### src/hdl/dmacp_pkg.sv
// Package for the port-programmed DMA controller.
// Holds command codes, group codes and small helper functions; no dependencies.
`timescale 1ns / 1ps
package dmacp_pkg;

  typedef enum logic [1:0] {
    FUNC_WRITE = 2'd0,
    FUNC_READ  = 2'd1,
    FUNC_TICK  = 2'd2,
    FUNC_NONE  = 2'd3
  } func_t;

  typedef enum logic [2:0] {
    GRP_WR0     = 3'd0,
    GRP_WR1     = 3'd1,
    GRP_WR2     = 3'd2,
    GRP_DISCARD = 3'd3,
    GRP_WR4     = 3'd4
  } grp_t;

  localparam logic [7:0] CMD_RESET      = 8'hC3;
  localparam logic [7:0] CMD_RESET_A    = 8'hC7;
  localparam logic [7:0] CMD_RESET_B    = 8'hCB;
  localparam logic [7:0] CMD_LOAD       = 8'hCF;
  localparam logic [7:0] CMD_CONTINUE   = 8'hD3;
  localparam logic [7:0] CMD_ENABLE     = 8'h87;
  localparam logic [7:0] CMD_DISABLE    = 8'h83;
  localparam logic [7:0] CMD_RD_STOP    = 8'hBF;
  localparam logic [7:0] CMD_CLR_STATUS = 8'h8B;
  localparam logic [7:0] CMD_RD_INIT    = 8'hA7;
  localparam logic [7:0] CMD_RD_MASK    = 8'hBB;

  localparam logic [1:0] STEP_DEC = 2'd0;
  localparam logic [1:0] STEP_INC = 2'd1;
  localparam logic [2:0] CYC_DEFAULT = 3'd3;
  localparam logic [6:0] RD_MASK_ALL = 7'h7F;

  typedef struct packed {
    logic [7:0]  read_data;
    logic        move_valid;
    logic [15:0] src_addr;
    logic        src_is_io;
    logic [15:0] dst_addr;
    logic        dst_is_io;
    logic [2:0]  src_cycles;
    logic [2:0]  dst_cycles;
    logic        block_done;
  } result_t;

  function automatic logic [2:0] cyc_code(input logic [1:0] bits);
    unique case (bits)
      2'd1:    return 3'd3;
      2'd2:    return 3'd2;
      default: return 3'd4;
    endcase
  endfunction

  function automatic logic [15:0] step_addr(input logic [15:0] addr, input logic [1:0] step);
    if (step == STEP_DEC) return addr - 16'd1;
    if (step == STEP_INC) return addr + 16'd1;
    return addr;
  endfunction

endpackage

### src/hdl/dma_controller_port_programmed.sv
// Top level: input register, controller core and a two-entry output buffer.
// Items pass the input register and the output buffer; one item per cycle while in_stall is low.
// Reset (rst, synchronous) restores all controller registers and empties both stages.
// Depends on dmacp_pkg and dmacp_core.
`timescale 1ns / 1ps
module dma_controller_port_programmed (
  input  logic        clk,
  input  logic        rst,
  input  logic        cfg_we,
  input  logic        cfg_wdata,
  input  logic        in_valid,
  output logic        in_stall,
  input  logic [1:0]  func,
  input  logic [7:0]  data,
  output logic        out_valid,
  input  logic        out_stall,
  output logic [7:0]  read_data,
  output logic        move_valid,
  output logic [15:0] src_addr,
  output logic        src_is_io,
  output logic [15:0] dst_addr,
  output logic        dst_is_io,
  output logic [2:0]  src_cycles,
  output logic [2:0]  dst_cycles,
  output logic        block_done
);
  import dmacp_pkg::*;

  logic classic_mode;
  logic q_valid;
  logic [1:0] q_func;
  logic [7:0] q_data;
  result_t core_res;
  result_t obuf, skid;
  logic obuf_valid, skid_valid;
  logic go;

  // The skid entry being full stops intake and holds the register stage; the skid entry advances into obuf.
  assign in_stall = skid_valid;
  assign go = q_valid && !(skid_valid || (obuf_valid && out_stall && skid_valid));

  always_ff @(posedge clk) begin
    if (rst) classic_mode <= 1'b0;
    else if (cfg_we) classic_mode <= cfg_wdata;
  end

  always_ff @(posedge clk) begin
    if (rst) begin
      q_valid <= 1'b0;
    end else if (!in_stall) begin
      q_valid <= in_valid;
    end else if (go) begin
      q_valid <= 1'b0;
    end
    if (!in_stall) begin
      q_func <= func; q_data <= data;
    end
  end

  dmacp_core u_core (
    .clk(clk), .rst(rst), .classic_mode(classic_mode), .go(go),
    .func(q_func), .data(q_data), .res(core_res)
  );

  always_ff @(posedge clk) begin
    if (rst) begin
      obuf_valid <= 1'b0; skid_valid <= 1'b0;
    end else begin
      if (!obuf_valid || !out_stall) begin
        if (skid_valid) begin
          obuf <= skid; obuf_valid <= 1'b1; skid_valid <= go;
          if (go) skid <= core_res;
        end else begin
          obuf_valid <= go;
          if (go) obuf <= core_res;
        end
      end else if (go) begin
        skid <= core_res; skid_valid <= 1'b1;
      end
    end
  end

  assign out_valid  = obuf_valid;
  assign read_data  = obuf.read_data;
  assign move_valid = obuf.move_valid;
  assign src_addr   = obuf.src_addr;
  assign src_is_io  = obuf.src_is_io;
  assign dst_addr   = obuf.dst_addr;
  assign dst_is_io  = obuf.dst_is_io;
  assign src_cycles = obuf.src_cycles;
  assign dst_cycles = obuf.dst_cycles;
  assign block_done = obuf.block_done;

endmodule

### src/hdl/dmacp_core.sv
// Controller state and the per-item decode, read and transfer logic.
// Depends on dmacp_pkg.
`timescale 1ns / 1ps
module dmacp_core (
  input  logic                clk,
  input  logic                rst,
  input  logic                classic_mode,
  input  logic                go,
  input  logic [1:0]          func,
  input  logic [7:0]          data,
  output dmacp_pkg::result_t  res
);
  import dmacp_pkg::*;

  logic a_to_b, a_io, b_io, restart_on_end, running, started, ended;
  logic in_params, mask_next, prescale_next, rd_seq_on;
  logic [15:0] a_base, b_base, block_len, a_cur, b_cur;
  logic [16:0] remaining;
  logic [1:0] a_step, b_step;
  logic [2:0] a_cyc, b_cyc, param_pos, rd_pos;
  logic [7:0] prescale;
  grp_t param_group;
  logic [3:0] params_left;
  logic [6:0] rd_mask;

  logic a_to_b_next, a_io_next, b_io_next, restart_on_end_next, running_next;
  logic started_next, ended_next, in_params_next, mask_next_next;
  logic prescale_next_next, rd_seq_on_next;
  logic [15:0] a_base_next, b_base_next, block_len_next, a_cur_next, b_cur_next;
  logic [16:0] remaining_next;
  logic [1:0] a_step_next, b_step_next;
  logic [2:0] a_cyc_next, b_cyc_next, param_pos_next, rd_pos_next;
  logic [7:0] prescale_reg_next;
  grp_t param_group_next;
  logic [3:0] params_left_next;
  logic [6:0] rd_mask_next;

  logic [7:0] status;
  assign status = {2'b00, ~ended, 4'b1101, started} & 8'h3B | 8'h1A;

  always_comb begin
    logic [2:0] pos, i;
    logic found;
    logic [16:0] rem_dec;
    a_to_b_next = a_to_b; a_io_next = a_io; b_io_next = b_io;
    restart_on_end_next = restart_on_end; running_next = running;
    started_next = started; ended_next = ended; in_params_next = in_params;
    mask_next_next = mask_next; prescale_next_next = prescale_next;
    rd_seq_on_next = rd_seq_on; a_base_next = a_base; b_base_next = b_base;
    block_len_next = block_len; a_cur_next = a_cur; b_cur_next = b_cur;
    remaining_next = remaining; a_step_next = a_step; b_step_next = b_step;
    a_cyc_next = a_cyc; b_cyc_next = b_cyc; param_pos_next = param_pos;
    rd_pos_next = rd_pos; prescale_reg_next = prescale;
    param_group_next = param_group; params_left_next = params_left;
    rd_mask_next = rd_mask;
    res = '0;
    pos = '0; i = '0; found = 1'b0; rem_dec = remaining - 17'd1;
    unique case (func_t'(func))
      FUNC_WRITE: begin
        if (mask_next) begin
          rd_mask_next = data[6:0]; mask_next_next = 1'b0;
          rd_pos_next = '0; rd_seq_on_next = 1'b1;
        end else if (prescale_next) begin
          prescale_reg_next = data; prescale_next_next = 1'b0; in_params_next = 1'b0;
        end else if (in_params) begin
          // Only bits 0..3 can be pending; positions 4..7 never match.
          for (int k = 3; k >= 0; k--) begin
            if (!found && 3'(k) >= param_pos && params_left[k]) begin
              pos = 3'(k);
            end
          end
          found = 1'b0;
          for (int k = 0; k < 4; k++) begin
            if (3'(k) >= param_pos && params_left[k]) found = 1'b1;
          end
          if (!found) begin
            in_params_next = 1'b0;
          end else begin
            params_left_next = params_left & ~(4'd1 << pos[1:0]);
            param_pos_next = pos + 3'd1;
            if (params_left_next == 4'd0) in_params_next = 1'b0;
            unique case (param_group)
              GRP_WR0: begin
                if (!pos[1]) begin
                  if (pos[0]) a_base_next[15:8] = data; else a_base_next[7:0] = data;
                end else begin
                  if (pos[0]) block_len_next[15:8] = data;
                  else block_len_next[7:0] = data;
                end
              end
              GRP_WR1: begin
                a_cyc_next = cyc_code(data[1:0]);
                if (data[5]) begin
                  prescale_next_next = 1'b0; params_left_next = 4'd1;
                  param_pos_next = '0; param_group_next = GRP_DISCARD;
                  in_params_next = in_params;
                end
              end
              GRP_WR2: begin
                b_cyc_next = cyc_code(data[1:0]);
                if (data[5]) prescale_next_next = 1'b1;
              end
              GRP_WR4: begin
                if (pos[0]) b_base_next[15:8] = data; else b_base_next[7:0] = data;
              end
              default: ;
            endcase
          end
        end else begin
          if ((data & 8'h83) == 8'h83) begin
            unique case (data)
              CMD_RESET: begin
                running_next = 1'b0; started_next = 1'b0; ended_next = 1'b0;
                a_cyc_next = CYC_DEFAULT; b_cyc_next = CYC_DEFAULT;
                prescale_reg_next = '0; restart_on_end_next = 1'b0;
                rd_mask_next = RD_MASK_ALL; in_params_next = 1'b0;
                mask_next_next = 1'b0; prescale_next_next = 1'b0;
                rd_seq_on_next = 1'b0; rd_pos_next = '0;
              end
              CMD_RESET_A: a_cyc_next = CYC_DEFAULT;
              CMD_RESET_B: b_cyc_next = CYC_DEFAULT;
              CMD_LOAD: begin
                a_cur_next = a_base; b_cur_next = b_base;
                remaining_next = {1'b0, block_len} + {16'd0, classic_mode};
                ended_next = 1'b0;
              end
              CMD_CONTINUE: begin
                remaining_next = {1'b0, block_len} + {16'd0, classic_mode};
                ended_next = 1'b0;
              end
              CMD_ENABLE: running_next = 1'b1;
              CMD_DISABLE: running_next = 1'b0;
              CMD_RD_STOP: rd_seq_on_next = 1'b0;
              CMD_CLR_STATUS: begin
                ended_next = 1'b0; started_next = 1'b0;
              end
              CMD_RD_INIT: begin
                rd_pos_next = '0; rd_seq_on_next = 1'b1;
              end
              CMD_RD_MASK: mask_next_next = 1'b1;
              default: ;
            endcase
          end else if ((data & 8'hC7) == 8'h82) begin
            restart_on_end_next = data[5];
          end else if ((data & 8'h83) == 8'h81) begin
            params_left_next = {2'b00, data[3:2]};
            if (data[3:2] != 2'b00) begin
              in_params_next = 1'b1; param_group_next = GRP_WR4; param_pos_next = '0;
            end
          end else if ((data & 8'h83) == 8'h80) begin
            // Mask and match register: no effect.
          end else if ((data & 8'h87) == 8'h04) begin
            a_io_next = data[3]; a_step_next = data[5:4];
            if (data[6]) begin
              params_left_next = 4'd1; in_params_next = 1'b1;
              param_group_next = GRP_WR1; param_pos_next = '0;
            end
          end else if ((data & 8'h87) == 8'h00) begin
            b_io_next = data[3]; b_step_next = data[5:4];
            if (data[6]) begin
              params_left_next = 4'd1; in_params_next = 1'b1;
              param_group_next = GRP_WR2; param_pos_next = '0;
            end
          end else if (!data[7]) begin
            a_to_b_next = data[2];
            params_left_next = data[6:3];
            if (data[6:3] != 4'd0) begin
              in_params_next = 1'b1; param_group_next = GRP_WR0; param_pos_next = '0;
            end
          end
        end
      end
      FUNC_READ: begin
        if (!rd_seq_on) begin
          res.read_data = status;
        end else begin
          // First mask bit at or after rd_pos, else wrap to the first one.
          i = 3'd7;
          for (int k = 6; k >= 0; k--) begin
            if (3'(k) >= rd_pos && rd_mask[k]) i = 3'(k);
          end
          if (i == 3'd7) begin
            for (int k = 6; k >= 0; k--) begin
              if (rd_mask[k]) i = 3'(k);
            end
            rd_pos_next = i;
          end
          if (i == 3'd7) begin
            res.read_data = status;
          end else begin
            unique case (i)
              3'd0: res.read_data = status;
              3'd1: res.read_data = remaining[7:0];
              3'd2: res.read_data = remaining[15:8];
              3'd3: res.read_data = a_cur[7:0];
              3'd4: res.read_data = a_cur[15:8];
              3'd5: res.read_data = b_cur[7:0];
              default: res.read_data = b_cur[15:8];
            endcase
            rd_pos_next = (i == 3'd6) ? 3'd0 : i + 3'd1;
          end
        end
      end
      FUNC_TICK: begin
        if (running) begin
          if (remaining != 17'd0) begin
            started_next = 1'b1;
            res.move_valid = 1'b1;
            if (a_to_b) begin
              res.src_addr = a_cur; res.src_is_io = a_io; res.src_cycles = a_cyc;
              res.dst_addr = b_cur; res.dst_is_io = b_io; res.dst_cycles = b_cyc;
            end else begin
              res.src_addr = b_cur; res.src_is_io = b_io; res.src_cycles = b_cyc;
              res.dst_addr = a_cur; res.dst_is_io = a_io; res.dst_cycles = a_cyc;
            end
            a_cur_next = step_addr(a_cur, a_step);
            b_cur_next = step_addr(b_cur, b_step);
            remaining_next = rem_dec;
          end
          if (remaining == 17'd0 || rem_dec == 17'd0) begin
            ended_next = 1'b1;
            res.block_done = 1'b1;
            if (restart_on_end) begin
              a_cur_next = a_base; b_cur_next = b_base;
              remaining_next = {1'b0, block_len} + {16'd0, classic_mode};
              ended_next = 1'b0;
            end else begin
              running_next = 1'b0;
            end
          end
        end
      end
      default: ;
    endcase
  end

  always_ff @(posedge clk) begin
    if (rst) begin
      a_to_b <= 1'b0; a_io <= 1'b0; b_io <= 1'b0; restart_on_end <= 1'b0;
      running <= 1'b0; started <= 1'b0; ended <= 1'b0; in_params <= 1'b0;
      mask_next <= 1'b0; prescale_next <= 1'b0; rd_seq_on <= 1'b0;
      a_base <= '0; b_base <= '0; block_len <= '0; a_cur <= '0; b_cur <= '0;
      remaining <= '0; a_step <= STEP_INC; b_step <= STEP_INC;
      a_cyc <= CYC_DEFAULT; b_cyc <= CYC_DEFAULT; param_pos <= '0; rd_pos <= '0;
      prescale <= '0; param_group <= GRP_WR0; params_left <= '0;
      rd_mask <= RD_MASK_ALL;
    end else if (go) begin
      a_to_b <= a_to_b_next; a_io <= a_io_next; b_io <= b_io_next;
      restart_on_end <= restart_on_end_next; running <= running_next;
      started <= started_next; ended <= ended_next; in_params <= in_params_next;
      mask_next <= mask_next_next; prescale_next <= prescale_next_next;
      rd_seq_on <= rd_seq_on_next; a_base <= a_base_next; b_base <= b_base_next;
      block_len <= block_len_next; a_cur <= a_cur_next; b_cur <= b_cur_next;
      remaining <= remaining_next; a_step <= a_step_next; b_step <= b_step_next;
      a_cyc <= a_cyc_next; b_cyc <= b_cyc_next; param_pos <= param_pos_next;
      rd_pos <= rd_pos_next; prescale <= prescale_reg_next;
      param_group <= param_group_next; params_left <= params_left_next;
      rd_mask <= rd_mask_next;
    end
  end

endmodule
### config.mk
export PLATFORM = sky130hd
export DESIGN_NAME = dma_controller_port_programmed
export DESIGN_NICKNAME = d
export VERILOG_FILES = /design/src/hdl/dmacp_pkg.sv /design/src/hdl/dma_controller_port_programmed.sv /design/src/hdl/dmacp_core.sv
export SDC_FILE = /design/constraint.sdc
export NUM_CORES = 1
export LEC_CHECK = 0
export BUFFER_PORTS_ARGS = -buffer_cell sky130_fd_sc_hd__buf_4
export CAP_MARGIN = 20
export CORE_MARGIN = 3
export CORE_UTILIZATION = 55
export CTS_CLUSTER_DIAMETER = 30
export CTS_CLUSTER_SIZE = 40
export DETAILED_ROUTE_END_ITERATION = 10
export GPL_TIMING_DRIVEN = 0
export PLACE_DENSITY = 0.77
export SLEW_MARGIN = 20
export SYNTH_ARGS = -nofsm -noshare
export SYNTH_HDL_FRONTEND = slang
export SYNTH_SLANG_ARGS = --single-unit
### constraint.sdc
create_clock -name clk -period 10.73 [get_ports clk]
set_clock_uncertainty 0.1 [all_clocks]
set_input_delay 1.073 -clock clk [delete_from_list [all_inputs] [get_ports clk]]
set_output_delay 1.073 -clock clk [all_outputs]
set_load 0.1 [all_outputs]
### Word-level counts from Yosys, hierarchy flattened

Index checks and enable logic that the tools add are counted.

* add/subtract/negate cells: 8
* $mul: 0
* divide/modulo/power cells: 0
* $lt $le $gt $ge: 11
* equality and inequality tests: 67
* shift operators: 1
* mux-type cells: 236
* bitwise operators: 16
* reductions and logical operators: 79

Operator list (number)
* $mux W16: 26
* $mux W50: 5
* $mux W3: 66
* $mux W17: 9
* $mux W1: 89
* $eq A8 B8 Y1 const B: 11
* $mux W42: 2
* $pmux W16 S2: 2
* $reduce_and A9 Y1: 7
* $reduce_and A8 Y1: 7
* $mux W4: 12
* $pmux W8 S6: 1
* $mux W41: 1
* $mux W40: 1
* $mux W7: 5
* $logic_not A17 Y1: 2
* $pmux W17 S2: 1
* $add A16 B1 Y16 const B: 2
* $sub A16 B1 Y16 const B: 2
* $eq A3 B3 Y1 const B: 9
* $ne A2 B2 Y1 const B: 13
* $mux W8: 3
* $reduce_and A11 Y1: 2
* $reduce_bool A2 Y1: 11
* 45 further kinds: 129

* register bits: 252
* bits in latches: 0
* memory bits (writable): 0
* memory bits (read-only): 0
* memories: 0

### Logic depth before layout (Yosys ltp)

* depth in word-level cells: 29
* gate-level depth with buffers: 16
* mapped depth without buffers: 12

### Cells and area by module

Synthesis repeated with hierarchy kept, for this count alone.

* cell total of the unflattened synthesis: 1463
* area, all modules: 14194.9 µm²

Modules (own cells, without submodules)
* dmacp_core: instances 1, cells each 1281, area each 9880.7 µm²
* dma_controller_port_programmed: instances 1, cells each 182, area each 4314.1 µm²

### Worst setup path after synthesis

No wires, ideal clock.

* path type: input port to flip-flop
* from: in rst
* to: reg obuf (netlist bit block_done), enable pin
* setup time: 533 ps
* data arrival time: 5381 ps
* path slack: 4716 ps
* cell stages on the path: 4
* cell sequence: clkbuf_1 -> clkbuf_1 -> buf_1 -> a211oi_1

* cells in the longest elaborated chain, start to end: 2

RTL lines
* start: declaration: line dma_controller_port_programmed.sv:8 `input logic rst,`
* $not A1 Y1 (no line)
* $reduce_and A3 Y1 (no line)
* end signal: assignment: line dma_controller_port_programmed.sv:75 `if (go) obuf <= core_res;`
* end: declaration: line dma_controller_port_programmed.sv:34 `result_t obuf, skid;`

Every way passes these cells.
A chain may end at the register's enable or synchronous reset.

### Final worst setup path

* from: reg u_core.rd_pos[2]
* to: reg obuf (netlist bit read_data[0]), data pin

* cells in the longest elaborated chain, start to end: 28
* elaborated cells between the ends (all ways): 47
* classes of those cells: order compare (7); eq/ne (7); mux (25); reduce/logical (8)

RTL lines
* start: declaration: line dmacp_core.sv:20 `logic [2:0] a_cyc, b_cyc, param_pos, rd_pos;`
* start signal: assignment: line dmacp_core.sv:256 `rd_pos <= rd_pos_next; prescale <= prescale_reg_next;`
* $ge A3 B3 Y1: line dmacp_core.sv:180 `if (3'(k) >= rd_pos && rd_mask[k]) i = 3'(k);`
* $logic_and A1 B1 Y1: line dmacp_core.sv:180
* $mux W1: line dmacp_core.sv:180
* $mux W2 (2 in series): line dmacp_core.sv:180
* $mux W3 (3 in series): line dmacp_core.sv:180
* $mux W3 (*): line dmacp_core.sv:180
* $mux W3 (*): line dmacp_core.sv:174 `if (!rd_seq_on) begin`
* $mux W3 (*): line dmacp_core.sv:58 `unique case (func_t'(func))`
* [... 9 more ...]
* $mux W3 (*): line dmacp_core.sv:58
* $eq A3 B3 Y1 (tied with other cells): line dmacp_core.sv:191 `unique case (i)`
* $pmux W8 S6: line dmacp_core.sv:191
* $mux W8 (*): line dmacp_core.sv:188 `if (i == 3'd7) begin`
* $mux W8 (*): line dmacp_core.sv:174
* $mux W8 (*): line dmacp_core.sv:58
* $mux W50 (*): line dma_controller_port_programmed.sv:75
* $mux W50 (*): line dma_controller_port_programmed.sv:70 `if (skid_valid) begin`

Mark *: on every way between the ends. The rest lies on a longest branch, timed or not. The select of a mux whose other input is x is not followed.

==> flow_summary.toml <==
[status]
status = "complete, no violations"

[clock_network]
cts-resized-gates = 0
cts_tree = "built"
cts_buffers = 54
cts_hold_buf = 0
h-tree-depth = 2
cts_sinks = 252
root_buffer = "clkbuf_16"
clkTransAtPathRegs_ps = 50
post-cts-setup-buffers = 0
clk-insertion-delay-late_ps = 560
clockBufferDepth = 3

[power]
switching_share = 0.234
power.total_mw = 2.90
vdd_drop_max_v = 0.000221
leakagePower_nw = 5.59
p_int_mw = 2.22
p_comb_frac = 0.048
clkPwrFrac = 0.602
power_frac_seq = 0.350
switchingPower_mw = 0.678
p_per_area_mw_per_mm2 = 172

[grt]
grt_pass1_wl_um = 69400
antenna_found_initial = 0
grt_pass1_vias = 12400
grt_overflow = 0
grt_max_degree = 19
track_usage = 0.330

[timing]
drv_slew = 0
finalSetupTns_ps = 0
fin_crit_sh = 0.437
fmax_mhz = 213
hold_viol_final = 0
rsz0062_at_grt = "no"
relSlewSlack = 0.381
tightest_slew_ps = 924
fin_crit_ps = 4680
setup_violations = 0

[finish]
fill_cells = 1988
seqCellArea_mm2 = 0.00615
n_antenna_cell = 0
multi_input_area_mm2 = 0.00702
nets = 1749
drive_gt1_frac = 0.122
areaGrowthSynthToFinish_pct = 21.3

[synth]
ys_dominant_reg_cell = "dfxtp_1"
yosysSeqAreaShare = 0.443
syn_nets = 1619
synth_area_mm2 = 0.0139
ys_types = 83
syn_inst = 1585
synth_top_area_share = 0.238
synth-edff-count = 110
yosys.area.top_type = "edfxtp_1"
ys_ff_latch = 252
async_reset_ff_frac = 0
ys_top_cells_by_area = "edfxtp_1 (24%), dfxtp_1 (21%), mux2i_1 (5.6%), nand2_1 (5.6%), nor2_1 (4.2%)"
syn_avg_cell_area_um2 = 8.75
yosys_warnings = 0

[worst_setup_path]
slowest_delay_ps = 520
reg2reg_slack_ps = 6050
crit_family = "buffers and inverters"
rr_startpoint = "u_core.rd_pos[2]$_SDFFE_PP0P_"
start_kind = "flop"
ff2ff_path_depth = 15
cp_slowest_cell = "o21ai_0"
cp-end-kind = "flop"
crit_chain = "clkbuf_1 -> a21boi_0 -> o21ai_0 -> nand2_1 -> o21a_1 -> clkbuf_1 -> inv_1 -> clkbuf_1 -> clkbuf_1 -> ha_1 -> clkbuf_1 -> a211o_1 -> o21ai_0 -> o21a_1 -> a31oi_1"
worstSetupPathType = "flop to flop"
crit_top_cell = "clkbuf_1"
crit_fanout = 10
crit_start = "u_core.rd_pos[2]$_SDFFE_PP0P_"
r2r-end = "read_data[0]$_DFFE_PP_"
crit_required_ps = 11010
critPathBufInv = 6
cp.arrival_ps = 4960

[die]
rows = 57
dieHeight_um = 165
core_mm2 = 0.0245
initial_core_util = 0.565
die_x_um = 165
dieArea_mm2 = 0.0271
ios = 68

[routing]
ant_nets = 0
drt_iter0_markers = 1705
vias_per_cell = 6.38
vias = 13291
drt_wl_total_um = 45500
wire_per_inst_um = 21.8
drt_first_pass_iters = 7
drc_errors = 0

[place]
hpwl_um = 32600
place_congestion = 1.02
portBuffers = 66

[run]
maxCapViolCount = 0

[worst_hold_path]
holdCritStartpoint = "u_core.block_len[0]$_SDFFE_PP0P_"
hp-class = "flop to flop"
hold_end = "u_core.block_len[0]$_SDFFE_PP0P_"
min_path_cells = 2
[per-stage QoR]
step                instance area [µm²]  utilization  hold slack, ps  setup WS [ps]  cells
finish                            16800        0.685             365           6050   2084
floorplan                         13900            -             332           4720   1585
global placement                  14800        0.602             346           3180   1975
global route                      16800        0.685             372           5750   2084
detailed placement                14900        0.606             353           6280   1983
CTS                               16800        0.685             361           6230   2084
[state kept, by name, summed over array words and instances (netlist names), 8 cells and up]
name / flops
skid: 50
u_core.remaining: 17
dst_addr: 16
src_addr: 16
u_core.a_base: 16
u_core.a_cur: 16
u_core.b_base: 16
u_core.b_cur: 16
u_core.block_len: 16
q_data: 8
read_data: 8
[synth_stat cells (all sizes together), types with 16 or more instances]
library cell	count
nand2	207
clkbuf	121
nor2b	16
nand2b	17
nand3	96
nor4	17
a31oi	37
mux2i	78
a211oi	16
o21ai	58
nor2	156
edfxtp	110
a21oi	73
o31ai	56
dfxtp	142
buf	21
nor3	43
or3	18
ha	18
inv	33
[metal layers]
metal	part of all wire	track usage	up-vias	routed length, µm
met5	0	0	-	0
met4	0.052	0.173	0	2380
met3	0.11	0.0640	137	4910
met2	0.43	0.502	822	19800
met1	0.40	0.447	6231	18400
li1	-	-	6101	-
[kinds of logic (layout without fill, tap and decap cells)]
logic type	Yosys count	in the layout	synth area share
adder cells (fa/ha/maj)	18	18	0.0162
flip-flops	252	252	0.443
buffers and inverters	176	351	0.0514
AND/OR/NAND/NOR	664	664	0.230
XOR/XNOR	20	20	0.0126
multiplexers	82	82	0.0596
AO/OA/AOI/OAI	373	373	0.186
[power by group through the flow]
stage | Combinational [mW] | Clock, mW | Sequential, mW
floorplan | 0.0575 | 0 | 1.07
global placement | 0.133 | 0 | 1.03
detailed placement | 0.137 | 0 | 1.03
CTS | 0.137 | 1.75 | 1.01
global route | 0.146 | 1.80 | 1.01
finish | 0.140 | 1.74 | 1.01
[cell type report]
type,instances,share of cell area
multi-input combinational,1157,0.418
sequential,252,0.366
clock buffer,60,0.0842
buffer,142,0.0348
timing repair buffer,74,0.0346
clock inverter,41,0.0313
tap,324,0.0241
inverter,34,0.00759
[cells in the final DEF (no fill, tap or decap), drive strengths merged, types with 9 or more instances in the layout]
cell	instances
nand2	207
clkbuf	181
nor2	156
dfxtp	142
edfxtp	110
nand3	96
buf	95
mux2i	78
a21oi	73
o21ai	58
o31ai	56
nor3	43
inv	41
a31oi	37
clkinv	19
or3	18
ha	18
nand2b	17
nor4	17
nor2b	16
a211oi	16
o21a	15
and2	15
nand4	15
o22ai	14
or4	12
xnor2	12
and3	11
o41ai	10
nor3b	10
or2	10
a22oi	9
bufinv	9
[worst max path at each step]
stage          cells past startpoint                endpoint  slack [ps]
3_5_place_dp                      15  read_data[0]$_DFFE_PP_        6280
6_report                          15  read_data[0]$_DFFE_PP_        6050
3_3_place_gp                       4      skid[26]$_DFFE_PP_        3180
4_1_cts                           15  read_data[0]$_DFFE_PP_        6230
2_1_floorplan                      4    block_done$_DFFE_PP_        4720
5_1_grt                           15  read_data[0]$_DFFE_PP_        5750
[worst reg2reg max path: stages (launching register included)]
cell and delay [ps]:
dfxtp_1 330, clkbuf_1 310, a21boi_0 150, o21ai_0 520, nand2_1 160, o21a_1 200, clkbuf_1 210, inv_1 150
clkbuf_1 380, clkbuf_1 470, ha_1 260, clkbuf_1 390, a211o_1 290, o21ai_0 130, o21a_1 250, a31oi_1 210
(Power assumes the default switching activity.)
